File: src/sv/tlvg_pkg.sv
// ----------------------------------------------------------------------------
// tlvg_pkg
// Shared types and constants for the traffic latency vote governor.
// ----------------------------------------------------------------------------
package tlvg_pkg;

    localparam int unsigned DATA_W = 16;
    localparam int unsigned ADDR_W = 5;
    localparam int unsigned APB_W  = 32;

    typedef enum logic [1:0] {
        MODE_WAITING = 2'd0,
        MODE_IDLE    = 2'd1,
        MODE_ACTIVE  = 2'd2
    } mode_t;

    typedef enum logic [2:0] {
        REG_BUSY_THRESHOLD  = 3'd0,
        REG_QUIET_THRESHOLD = 3'd1,
        REG_ACTIVE_PERIOD   = 3'd2,
        REG_IDLE_PERIOD     = 3'd3,
        REG_ACTIVE_LATENCY  = 3'd4
    } reg_idx_t;

    localparam logic [DATA_W-1:0] RST_BUSY_THRESHOLD  = 16'd100;
    localparam logic [DATA_W-1:0] RST_QUIET_THRESHOLD = 16'd10;
    localparam logic [DATA_W-1:0] RST_ACTIVE_PERIOD   = 16'd50;
    localparam logic [DATA_W-1:0] RST_IDLE_PERIOD     = 16'd1000;
    localparam logic [DATA_W-1:0] RST_ACTIVE_LATENCY  = 16'd7;

    localparam logic [DATA_W-1:0] COUNT_MAX = {DATA_W{1'b1}};

    typedef struct packed {
        logic [DATA_W-1:0] busy_threshold;
        logic [DATA_W-1:0] quiet_threshold;
        logic [DATA_W-1:0] active_period_ticks;
        logic [DATA_W-1:0] idle_period_ticks;
        logic [DATA_W-1:0] active_latency;
    } cfg_t;

    typedef struct packed {
        mode_t             governor_mode;
        logic              request_held;
        logic [DATA_W-1:0] requested_latency;
        logic              request_changed;
    } result_t;

endpackage

File: src/sv/tlvg_regs.sv
// ----------------------------------------------------------------------------
// tlvg_regs
// APB register file holding the thresholds, window lengths and latency value.
// ----------------------------------------------------------------------------
module tlvg_regs
(
    input  logic                          clk,
    input  logic                          rst_n,
    input  logic                          psel,
    input  logic                          penable,
    input  logic                          pwrite,
    input  logic [tlvg_pkg::ADDR_W-1:0]   paddr,
    input  logic [tlvg_pkg::APB_W-1:0]    pwdata,
    output logic [tlvg_pkg::APB_W-1:0]    prdata,
    output logic                          pready,
    output tlvg_pkg::cfg_t                cfg
);

    tlvg_pkg::cfg_t             cfg_reg;
    tlvg_pkg::cfg_t             cfg_next;
    logic                       wr_en;
    logic [2:0]                 idx;
    logic [tlvg_pkg::DATA_W-1:0] wdata;
    logic [tlvg_pkg::DATA_W-1:0] rdata;

    assign pready = 1'b1;
    assign wr_en  = psel && penable && pwrite;
    assign idx    = paddr[tlvg_pkg::ADDR_W-1:2];
    assign wdata  = pwdata[tlvg_pkg::DATA_W-1:0];

    always_comb
    begin
        cfg_next = cfg_reg;
        if (wr_en)
        begin
            case (idx)
                tlvg_pkg::REG_BUSY_THRESHOLD:  cfg_next.busy_threshold      = wdata;
                tlvg_pkg::REG_QUIET_THRESHOLD: cfg_next.quiet_threshold     = wdata;
                tlvg_pkg::REG_ACTIVE_PERIOD:   cfg_next.active_period_ticks = wdata;
                tlvg_pkg::REG_IDLE_PERIOD:     cfg_next.idle_period_ticks   = wdata;
                tlvg_pkg::REG_ACTIVE_LATENCY:  cfg_next.active_latency      = wdata;
                default:                       cfg_next = cfg_reg;
            endcase
        end
    end

    always_comb
    begin
        case (idx)
            tlvg_pkg::REG_BUSY_THRESHOLD:  rdata = cfg_reg.busy_threshold;
            tlvg_pkg::REG_QUIET_THRESHOLD: rdata = cfg_reg.quiet_threshold;
            tlvg_pkg::REG_ACTIVE_PERIOD:   rdata = cfg_reg.active_period_ticks;
            tlvg_pkg::REG_IDLE_PERIOD:     rdata = cfg_reg.idle_period_ticks;
            tlvg_pkg::REG_ACTIVE_LATENCY:  rdata = cfg_reg.active_latency;
            default:                       rdata = '0;
        endcase
    end

    assign prdata = {{(tlvg_pkg::APB_W-tlvg_pkg::DATA_W){1'b0}}, rdata};
    assign cfg    = cfg_reg;

    always_ff @(posedge clk or negedge rst_n)
    begin
        if (!rst_n)
        begin
            cfg_reg.busy_threshold      <= tlvg_pkg::RST_BUSY_THRESHOLD;
            cfg_reg.quiet_threshold     <= tlvg_pkg::RST_QUIET_THRESHOLD;
            cfg_reg.active_period_ticks <= tlvg_pkg::RST_ACTIVE_PERIOD;
            cfg_reg.idle_period_ticks   <= tlvg_pkg::RST_IDLE_PERIOD;
            cfg_reg.active_latency      <= tlvg_pkg::RST_ACTIVE_LATENCY;
        end
        else
        begin
            cfg_reg <= cfg_next;
        end
    end

endmodule

File: src/sv/tlvg_core.sv
// ----------------------------------------------------------------------------
// tlvg_core
// Mode, packet count and window countdown, updated once per accepted item.
// ----------------------------------------------------------------------------
module tlvg_core
(
    input  logic              clk,
    input  logic              rst_n,
    input  logic              accept,
    input  logic              command,
    input  logic              vote,
    input  tlvg_pkg::cfg_t    cfg,
    output tlvg_pkg::result_t result
);

    tlvg_pkg::mode_t             mode_reg;
    tlvg_pkg::mode_t             mode_next;
    logic [tlvg_pkg::DATA_W-1:0] count_reg;
    logic [tlvg_pkg::DATA_W-1:0] count_next;
    logic [tlvg_pkg::DATA_W-1:0] countdown_reg;
    logic [tlvg_pkg::DATA_W-1:0] countdown_next;
    logic                        armed_reg;
    logic                        armed_next;
    logic                        changed;
    logic                        held;

    always_comb
    begin
        mode_next      = mode_reg;
        count_next     = count_reg;
        countdown_next = countdown_reg;
        armed_next     = armed_reg;
        changed        = 1'b0;

        if (!command)
        begin
            if (vote)
            begin
                if (count_reg != tlvg_pkg::COUNT_MAX)
                begin
                    count_next = count_reg + 1'b1;
                end
                if (mode_reg == tlvg_pkg::MODE_WAITING)
                begin
                    mode_next      = tlvg_pkg::MODE_IDLE;
                    countdown_next = cfg.idle_period_ticks;
                    armed_next     = 1'b1;
                end
            end
        end
        else if (armed_reg)
        begin
            // A countdown of zero or one expires on this tick.
            if (countdown_reg <= 16'd1)
            begin
                armed_next     = 1'b0;
                countdown_next = '0;
                count_next     = '0;
                case (mode_reg)
                    tlvg_pkg::MODE_IDLE:
                    begin
                        if (count_reg < cfg.busy_threshold)
                        begin
                            mode_next = tlvg_pkg::MODE_WAITING;
                        end
                        else
                        begin
                            mode_next      = tlvg_pkg::MODE_ACTIVE;
                            changed        = 1'b1;
                            countdown_next = cfg.active_period_ticks;
                            armed_next     = 1'b1;
                        end
                    end
                    tlvg_pkg::MODE_ACTIVE:
                    begin
                        if (count_reg < cfg.quiet_threshold)
                        begin
                            mode_next      = tlvg_pkg::MODE_IDLE;
                            changed        = 1'b1;
                            countdown_next = cfg.idle_period_ticks;
                        end
                        else
                        begin
                            countdown_next = cfg.active_period_ticks;
                        end
                        armed_next = 1'b1;
                    end
                    default:
                    begin
                        mode_next = mode_reg;
                    end
                endcase
            end
            else
            begin
                countdown_next = countdown_reg - 1'b1;
            end
        end
    end

    assign held = (mode_next == tlvg_pkg::MODE_ACTIVE);

    always_comb
    begin
        result.governor_mode     = mode_next;
        result.request_held      = held;
        result.requested_latency = held ? cfg.active_latency : '0;
        result.request_changed   = changed;
    end

    always_ff @(posedge clk or negedge rst_n)
    begin
        if (!rst_n)
        begin
            mode_reg      <= tlvg_pkg::MODE_WAITING;
            count_reg     <= '0;
            countdown_reg <= '0;
            armed_reg     <= 1'b0;
        end
        else if (accept)
        begin
            mode_reg      <= mode_next;
            count_reg     <= count_next;
            countdown_reg <= countdown_next;
            armed_reg     <= armed_next;
        end
    end

endmodule

File: src/sv/tlvg_skid.sv
// ----------------------------------------------------------------------------
// tlvg_skid
// Result register with a skid stage, so input ready never waits on out stall.
// ----------------------------------------------------------------------------
module tlvg_skid
(
    input  logic              clk,
    input  logic              rst_n,
    input  logic              push,
    input  tlvg_pkg::result_t push_data,
    output logic              full,
    output logic              out_valid,
    input  logic              out_stall,
    output tlvg_pkg::result_t out_data
);

    tlvg_pkg::result_t main_reg;
    tlvg_pkg::result_t skid_reg;
    logic              main_valid_reg;
    logic              skid_valid_reg;
    logic              main_free;

    assign main_free = !main_valid_reg || !out_stall;
    assign full      = skid_valid_reg;
    assign out_valid = main_valid_reg;
    assign out_data  = main_reg;

    always_ff @(posedge clk or negedge rst_n)
    begin
        if (!rst_n)
        begin
            main_valid_reg <= 1'b0;
            skid_valid_reg <= 1'b0;
        end
        else if (main_free)
        begin
            main_valid_reg <= skid_valid_reg || push;
            skid_valid_reg <= 1'b0;
        end
        else if (push)
        begin
            skid_valid_reg <= 1'b1;
        end
    end

    // No item is pushed while the skid stage is full.
    always_ff @(posedge clk)
    begin
        if (main_free)
        begin
            main_reg <= skid_valid_reg ? skid_reg : push_data;
        end
        else if (push)
        begin
            skid_reg <= push_data;
        end
    end

endmodule

File: src/sv/traffic_latency_vote_governor.sv
// ----------------------------------------------------------------------------
// traffic_latency_vote_governor
// Low-latency request governor driven by transfer votes and millisecond ticks.
//
//   Channel   Handshake             Payload
//   input     in_valid / in_stall   command, vote
//   output    out_valid / out_stall governor_mode, request_held,
//                                   requested_latency, request_changed
//   config    APB (psel, penable)   paddr, pwdata, prdata
//
// One item per cycle while in_stall is low; the governor state updates in
// the cycle the item is accepted and its result is registered for output.
// A two-entry result buffer raises in_stall only when both entries are full.
// Reset is asynchronous; registers return to their documented defaults.
// ----------------------------------------------------------------------------
module traffic_latency_vote_governor
(
    input  logic                          clk,
    input  logic                          rst_n,
    input  logic                          in_valid,
    output logic                          in_stall,
    input  logic                          command,
    input  logic                          vote,
    output logic                          out_valid,
    input  logic                          out_stall,
    output logic [1:0]                    governor_mode,
    output logic                          request_held,
    output logic [tlvg_pkg::DATA_W-1:0]   requested_latency,
    output logic                          request_changed,
    input  logic                          psel,
    input  logic                          penable,
    input  logic                          pwrite,
    input  logic [tlvg_pkg::ADDR_W-1:0]   paddr,
    input  logic [tlvg_pkg::APB_W-1:0]    pwdata,
    output logic [tlvg_pkg::APB_W-1:0]    prdata,
    output logic                          pready
);

    tlvg_pkg::cfg_t    cfg;
    tlvg_pkg::result_t core_result;
    tlvg_pkg::result_t out_data;
    logic              accept;
    logic              full;

    assign in_stall = full;
    assign accept   = in_valid && !full;

    tlvg_regs u_regs
    (
        .clk     (clk),
        .rst_n   (rst_n),
        .psel    (psel),
        .penable (penable),
        .pwrite  (pwrite),
        .paddr   (paddr),
        .pwdata  (pwdata),
        .prdata  (prdata),
        .pready  (pready),
        .cfg     (cfg)
    );

    tlvg_core u_core
    (
        .clk     (clk),
        .rst_n   (rst_n),
        .accept  (accept),
        .command (command),
        .vote    (vote),
        .cfg     (cfg),
        .result  (core_result)
    );

    tlvg_skid u_skid
    (
        .clk       (clk),
        .rst_n     (rst_n),
        .push      (accept),
        .push_data (core_result),
        .full      (full),
        .out_valid (out_valid),
        .out_stall (out_stall),
        .out_data  (out_data)
    );

    assign governor_mode     = out_data.governor_mode;
    assign request_held      = out_data.request_held;
    assign requested_latency = out_data.requested_latency;
    assign request_changed   = out_data.request_changed;

endmodule

File: config.mk
export PLATFORM = sky130hd
export DESIGN_NAME = traffic_latency_vote_governor
export DESIGN_NICKNAME = d
export VERILOG_FILES = /design/src/sv/tlvg_pkg.sv /design/src/sv/tlvg_regs.sv /design/src/sv/tlvg_core.sv /design/src/sv/tlvg_skid.sv /design/src/sv/traffic_latency_vote_governor.sv
export SDC_FILE = /design/constraint.sdc
export NUM_CORES = 1
export LEC_CHECK = 0
export ABC_AREA = 1
export BUFFER_PORTS_ARGS = -buffer_cell sky130_fd_sc_hd__buf_2
export CORE_MARGIN = 2
export CORE_UTILIZATION = 40
export DETAILED_ROUTE_END_ITERATION = 8
export GPL_TIMING_DRIVEN = 0
export MAX_ROUTING_LAYER = met4
export PLACE_DENSITY = 0.6
export SLEW_MARGIN = 20
export SYNTH_ARGS = -nofsm -noshare
export SYNTH_HDL_FRONTEND = slang
export SYNTH_SLANG_ARGS = --single-unit
File: constraint.sdc
create_clock -name clk -period 2.2 [get_ports clk]
set_input_delay 0.44 -clock clk [delete_from_list [all_inputs] [get_ports clk]]
set_output_delay 0.44 -clock clk [all_outputs]
set_load 0.005 [all_outputs]
# Word level (Yosys, flattened, before mapping)
# Index checks and enable logic that the tools add are counted.
[totals]
reg_bits = 157
elab_cells = 96
out_inout_bits = 55
inputBits = 46
[op_classes]
n_reduce_logical = 23
eq_ne = 10
n_addsub = 2
bitwise_logic = 1
order_cmp = 3
n_mux = 38
[op_table]
columns = ["cell", "count"]
rows = [
  ["2-to-1 mux 16 bit", 13],
  ["one-hot mux 16 bit (5 select lines)", 1],
  ["< comparator 16 bit", 2],
  ["one-hot mux 16 bit (2 select lines)", 1],
  ["2-to-1 mux 20 bit", 1],
  ["adder 16 x 1 -> 16 bit, second input constant", 1],
  ["less-or-equal comparator 16 x 1 -> 1 bit, second input constant", 1],
  ["inequality test 16 bit, second input constant", 1],
  ["subtractor 16 x 1 -> 16 bit, second input constant", 1],
  ["2-to-1 mux 2 bit", 7],
  ["2-to-1 mux 1 bit", 12],
  ["AND reduction 2 bit", 6],
  ["nonzero test 2 bit", 4],
  ["== test 3 x 2 -> 1 bit, second input constant", 2],
  ["AND reduction 5 bit", 1],
  ["== test 2 bit, second input constant", 2],
  ["inequality test 2 x 1 -> 1 bit, second input constant", 2],
  ["one-hot mux 1 bit (2 select lines)", 2],
  ["one-hot mux 2 bit (2 select lines)", 1],
  ["AND reduction 4 bit", 1],
  ["== test 3 x 1 -> 1 bit, second input constant", 1],
  ["== test 3 bit, second input constant", 1],
  ["logical AND 1 bit", 3],
  ["logical NOT 1 bit", 3],
  ["6 further kinds", 7],
]

# Depth between registers and ports, before layout
[depth]
ltp_word = 9
mapped_depth = 19
depth_no_buf = 18

# Modules after synthesis
# From an unflattened synthesis, not the netlist that was laid out.
[unflattened]
hier_cells = 1303
hier_area_um2 = 9799.4
[modules_own_cells]
columns = ["mod", "seq_area_each_um2", "instances", "area_each_um2", "cells_per_inst"]
rows = [
  ["tlvg_regs", 2023.2, 1, 4177.8, 546],
  ["tlvg_core", 875.8, 1, 4071.4, 642],
  ["tlvg_skid", 1251.2, 1, 1540.2, 113],
  ["traffic_latency_vote_governor", 0.0, 1, 10.0, 2],
]

# Worst setup path before layout
# No wires, ideal clock.
[synth_path]
path_kind = "in2reg"
start = "in out_stall"
end = "reg u_skid.skid_reg[0] (netlist name), enable pin"
path_buffers = 0
stages = 2
slack_ns = -0.060
setup_ns = 0.397
t_arrival_ns = 1.864
required_time_ns = 1.803
cell_sequence = "nand2_1 nor2_1"
[synth_between]
elab_chain_cells = 4
[synth_lines]
columns = ["element", "line_no", "source"]
rows = [
  ["start, declared", "traffic_latency_vote_governor.sv:25", "input logic out_stall,"],
  ["logical NOT 1 bit", "tlvg_skid.sv:23", "assign main_free = !main_valid_reg || !out_stall;"],
  ["logical OR 1 bit", "tlvg_skid.sv:23", ""],
  ["inverter 1 bit (no source line)", "--", ""],
  ["AND reduction 2 bit (no source line)", "--", ""],
  ["end signal, assigned", "tlvg_skid.sv:55", "skid_reg <= push_data;"],
  ["end, declared", "tlvg_skid.sv:18", "tlvg_pkg::result_t skid_reg;"],
]
# No other way between the ends.
# A chain may end at the register's enable or synchronous reset.

# Worst setup path after layout
[layout_path]
start = "reg u_regs.cfg_reg (netlist bit u_regs.cfg[51])"
end = "reg u_skid.main_reg (netlist bit u_skid.out_data[8]), data pin"
[layout_between]
elab_chain_cells = 9
[layout_lines]
columns = ["element", "line_no", "source"]
rows = [
  ["start, declared", "tlvg_regs.sv:19", "tlvg_pkg::cfg_t cfg_reg;"],
  ["start signal, assigned", "tlvg_regs.sv:74", "cfg_reg <= cfg_next;"],
  ["< comparator 16 bit", "tlvg_core.sv:76", "if (count_reg < cfg.quiet_threshold)"],
  ["2-to-1 mux 2 bit", "tlvg_core.sv:76", ""],
  ["one-hot mux 2 bit (2 select lines)", "tlvg_core.sv:59", "case (mode_reg)"],
  ["2-to-1 mux 2 bit", "tlvg_core.sv:54", "if (countdown_reg <= 16'd1)"],
  ["2-to-1 mux 2 bit", "tlvg_core.sv:51", "else if (armed_reg)"],
  ["2-to-1 mux 2 bit", "tlvg_core.sv:35", "if (!command)"],
  ["== test 2 bit", "tlvg_core.sv:101", "assign held = (mode_next == tlvg_pkg::MODE_ACTIVE);"],
  ["2-to-1 mux 16 bit", "tlvg_core.sv:107", "result.requested_latency = held ? cfg.active_latency : '0;"],
  ["2-to-1 mux 20 bit", "tlvg_skid.sv:51", "main_reg <= skid_valid_reg ? skid_reg : push_data;"],
  ["end signal, assigned", "tlvg_skid.sv:51", ""],
  ["end, declared", "tlvg_skid.sv:17", "tlvg_pkg::result_t main_reg;"],
]
# No other way between the ends.

==> qor.csv <==
metric,value,unit
IO buf count,64,
top_reg_cell synth,dfrtp_1,
RePlAce Congestion,0.911,
fin cells,1499,
Worst Skew,0.0155,ns
"flops & latches, synth",157,
DRT antenna net count,0,
crit start category,flop,
top cell type's share of synthesized area,0.290,
initial antenna violation count,0,
num rows,53,
WP data required,2.49,ns
"Seq/Total Area, Yosys",0.481,
Setup CP Type,reg -> reg,
cells after synthesis,1063,
Placement Setup Slack,-0.616,ns
Post-synth EDFFs,40,
vias per cell,5.10,
synth warn,0,
Max Cap Viol,0,
clock tree buffer depth,2,
Worst slew margin,0.392,
Area contributors post-synth,"dfrtp_1 (29%), edfxtp_1 (14%), nand2_1 (13%)",
total die area,0.0228,mm²
# diodes,0,
Layout Nets,1293,
multi-input logic area,0.00428,mm²
starting density of the core,0.410,
Peak supply drop,0.539,mV
Setup WS post-layout,-0.200,ns
HPWL Detailed,18900,µm
Period minus WS final,2.40,ns
fin. max-slew vios,0,
met1 WL,11200,µm
CP Max Fanout,5,
Total Neg Setup Slack,-6.87,ns
Netlist Area Pre-Place,0.00864,mm²
total gr overflow,0,
FMAX,0.417,GHz
Power Total,10.0,mW
Wirelength per Cell,16.9,µm
Syn Area/Cell,8.13,µm²
Final setup viols,56,
final instance area,0.0111,mm²
met2 WL,11900,µm
vias in the first global route,7265,
Area Growth Syn to Fin,28.4,%
Die H,151,µm
Post-DP Area,0.00939,mm²
die width,151,µm
H-Tree Level Count,4,
FF/Latch Area,0.00416,mm²
CP arrival,2.69,ns
Yosys top cell by area,dfrtp_1,
Largest register FFs,80,
uppermost layer routed,met4,
DRT Pass-1 Iters,6,
Netlist cell types,46,
CTS buffer count,17,
IO Count,101,
total track usage,0.236,
clock root cell,clkbuf_16,
share of layout cells above drive strength 1,0.266,
Placeable Area,0.0211,mm²
failing checks,negative setup slack,
Post-Route WL,25300,µm
Worst-Skew Late Latency,0.43,ns
HP Class,in -> reg,
filler instances,2000,
largest net degree at the start of global routing,72,
Post-Place Cells,1418,
top post-synthesis cells by count,"nand2_1 (296), o21ai_0 (138), inv_1 (130)",
clock slew at reported path FFs,0.07,ns
DRC Markers,0,
CTS tree,yes,
routed wl met3,1250,µm
first-pass GRT wire length,39600,µm
Critical Path End Type,flop,
status,"complete, but fails checks",
Slew @ Worst Pin,0.910,ns
asr flop ratio synth,0.745,
Final period util,1.09,
RSZ-0062 raised after global routing,yes,
drt initial violations,557,
routed vias,7644,
# clock sinks,157,
Power Density,905,mW/mm²
Hold Fails Final Rpt,0,
Static Leak,5.15,nW
"count leader, synth",nand2_1,
power breakdown:
part / total (mW) / leakage (nW) / switching [mW] / internal, mW
clock: 3.05 / 0.290 / 1.33 / 1.72
sequential: 4.07 / 1.87 / 0.512 / 3.55
combinational: 2.92 / 2.99 / 1.71 / 1.21
total: 10.0 / 5.15 / 3.55 / 6.49
per-stage QoR:
| stage | utilization | hold WS (ns) |
|---|---|---|
| after floorplan | - | 0.144 |
| after global placement | 0.444 | 0.460 |
| after global routing | 0.526 | 0.281 |
| after CTS | 0.507 | 0.254 |
| after detailed placement | 0.445 | 0.404 |
| final | 0.526 | 0.275 |
routing by layer:
layer | global-route usage | vias up
met2 | 0.375 | 244
met3 | 0.0274 | 41
li1 | - | 3787
met4 | 0.0911 | 0
met5 | - | -
met1 | 0.313 | 3572
critical path: stages (launching register included):
cell and delay, ns:
dfstp_2 0.55, inv_2 0.05, ha_4 0.27, buf_6 0.09
a21oi_2 0.04, nand2_1 0.07, nand2_1 0.05, nand2_1 0.07
nand2_2 0.06, nand2_4 0.13, nand2_4 0.07, nand2_2 0.07
nand2_2 0.06, a21oi_4 0.23, buf_12 0.16, clkbuf_16 0.14
nand4_1 0.07, nand2_1 0.08
placed cells by master (no fill, tap or decap), types with 13 or more instances in the layout:
cell	count
conb_1	17
dfrtp_1	95
inv_1	115
buf_4	49
a21oi_1	41
nor2_2	13
ha_1	30
nand4_1	19
clkbuf_1	25
nor2_1	41
nor2_4	14
nand2_2	20
edfxtp_1	40
inv_2	16
buf_2	65
o21ai_0	103
nand2_1	267
clkbuf_16	18
nand3_1	20
o21ai_1	25
o21ai_2	14
dfstp_2	17
cells by family after synthesis:
group                    synth area share
AO/OA/AOI/OAI                       0.151
XOR/XNOR                           0.0122
adder cells (fa/ha/maj)            0.0522
buffers and inverters              0.0929
flip-flops                          0.481
other                            0.000870
AND/OR/NAND/NOR                     0.210
area by class of cell:
| class | instances | area share |
|---|---|---|
| sequential | 157 | 0.375 |
| multi-input combinational | 733 | 0.386 |
| inverter | 134 | 0.0457 |
| timing repair buffer | 113 | 0.0773 |
| tap | 275 | 0.0310 |
| buffer | 55 | 0.0308 |
| clock buffer | 18 | 0.0387 |
| clock inverter | 14 | 0.0160 |
final timing paths:
| check | start | to | slack, ns | cells after the start |
|---|---|---|---|---|
| setup / recovery | u_regs.cfg[51] | u_skid.out_data[8] | -0.20 | 17 |
| hold / removal | in_valid | u_skid.out_valid | 0.28 | 3 |
| setup reg to reg | u_regs.cfg[51] | u_skid.out_data[8] | -0.20 | 17 |
| hold reg to reg | u_regs.cfg[19] | u_regs.cfg[19] | 0.48 | 2 |
| max in group asynchronous | rst_n | u_regs.cfg[36] | 0.93 | 3 |
| min in group asynchronous | rst_n | u_core.countdown_reg[13] | 0.51 | 2 |
timing repair:
action / 4_1_cts / 5_1_grt
hold buffers: 1 / 0
pin swaps: 32 / 46
setup buffers: 32 / 11
gates resized for setup: 130 / 83
hold endpoints to repair: 41 / 0
cloned: 4 / 1
endpoints found under the setup margin: 106 / 82
Note: power is estimated with default switching activity, not from simulation.
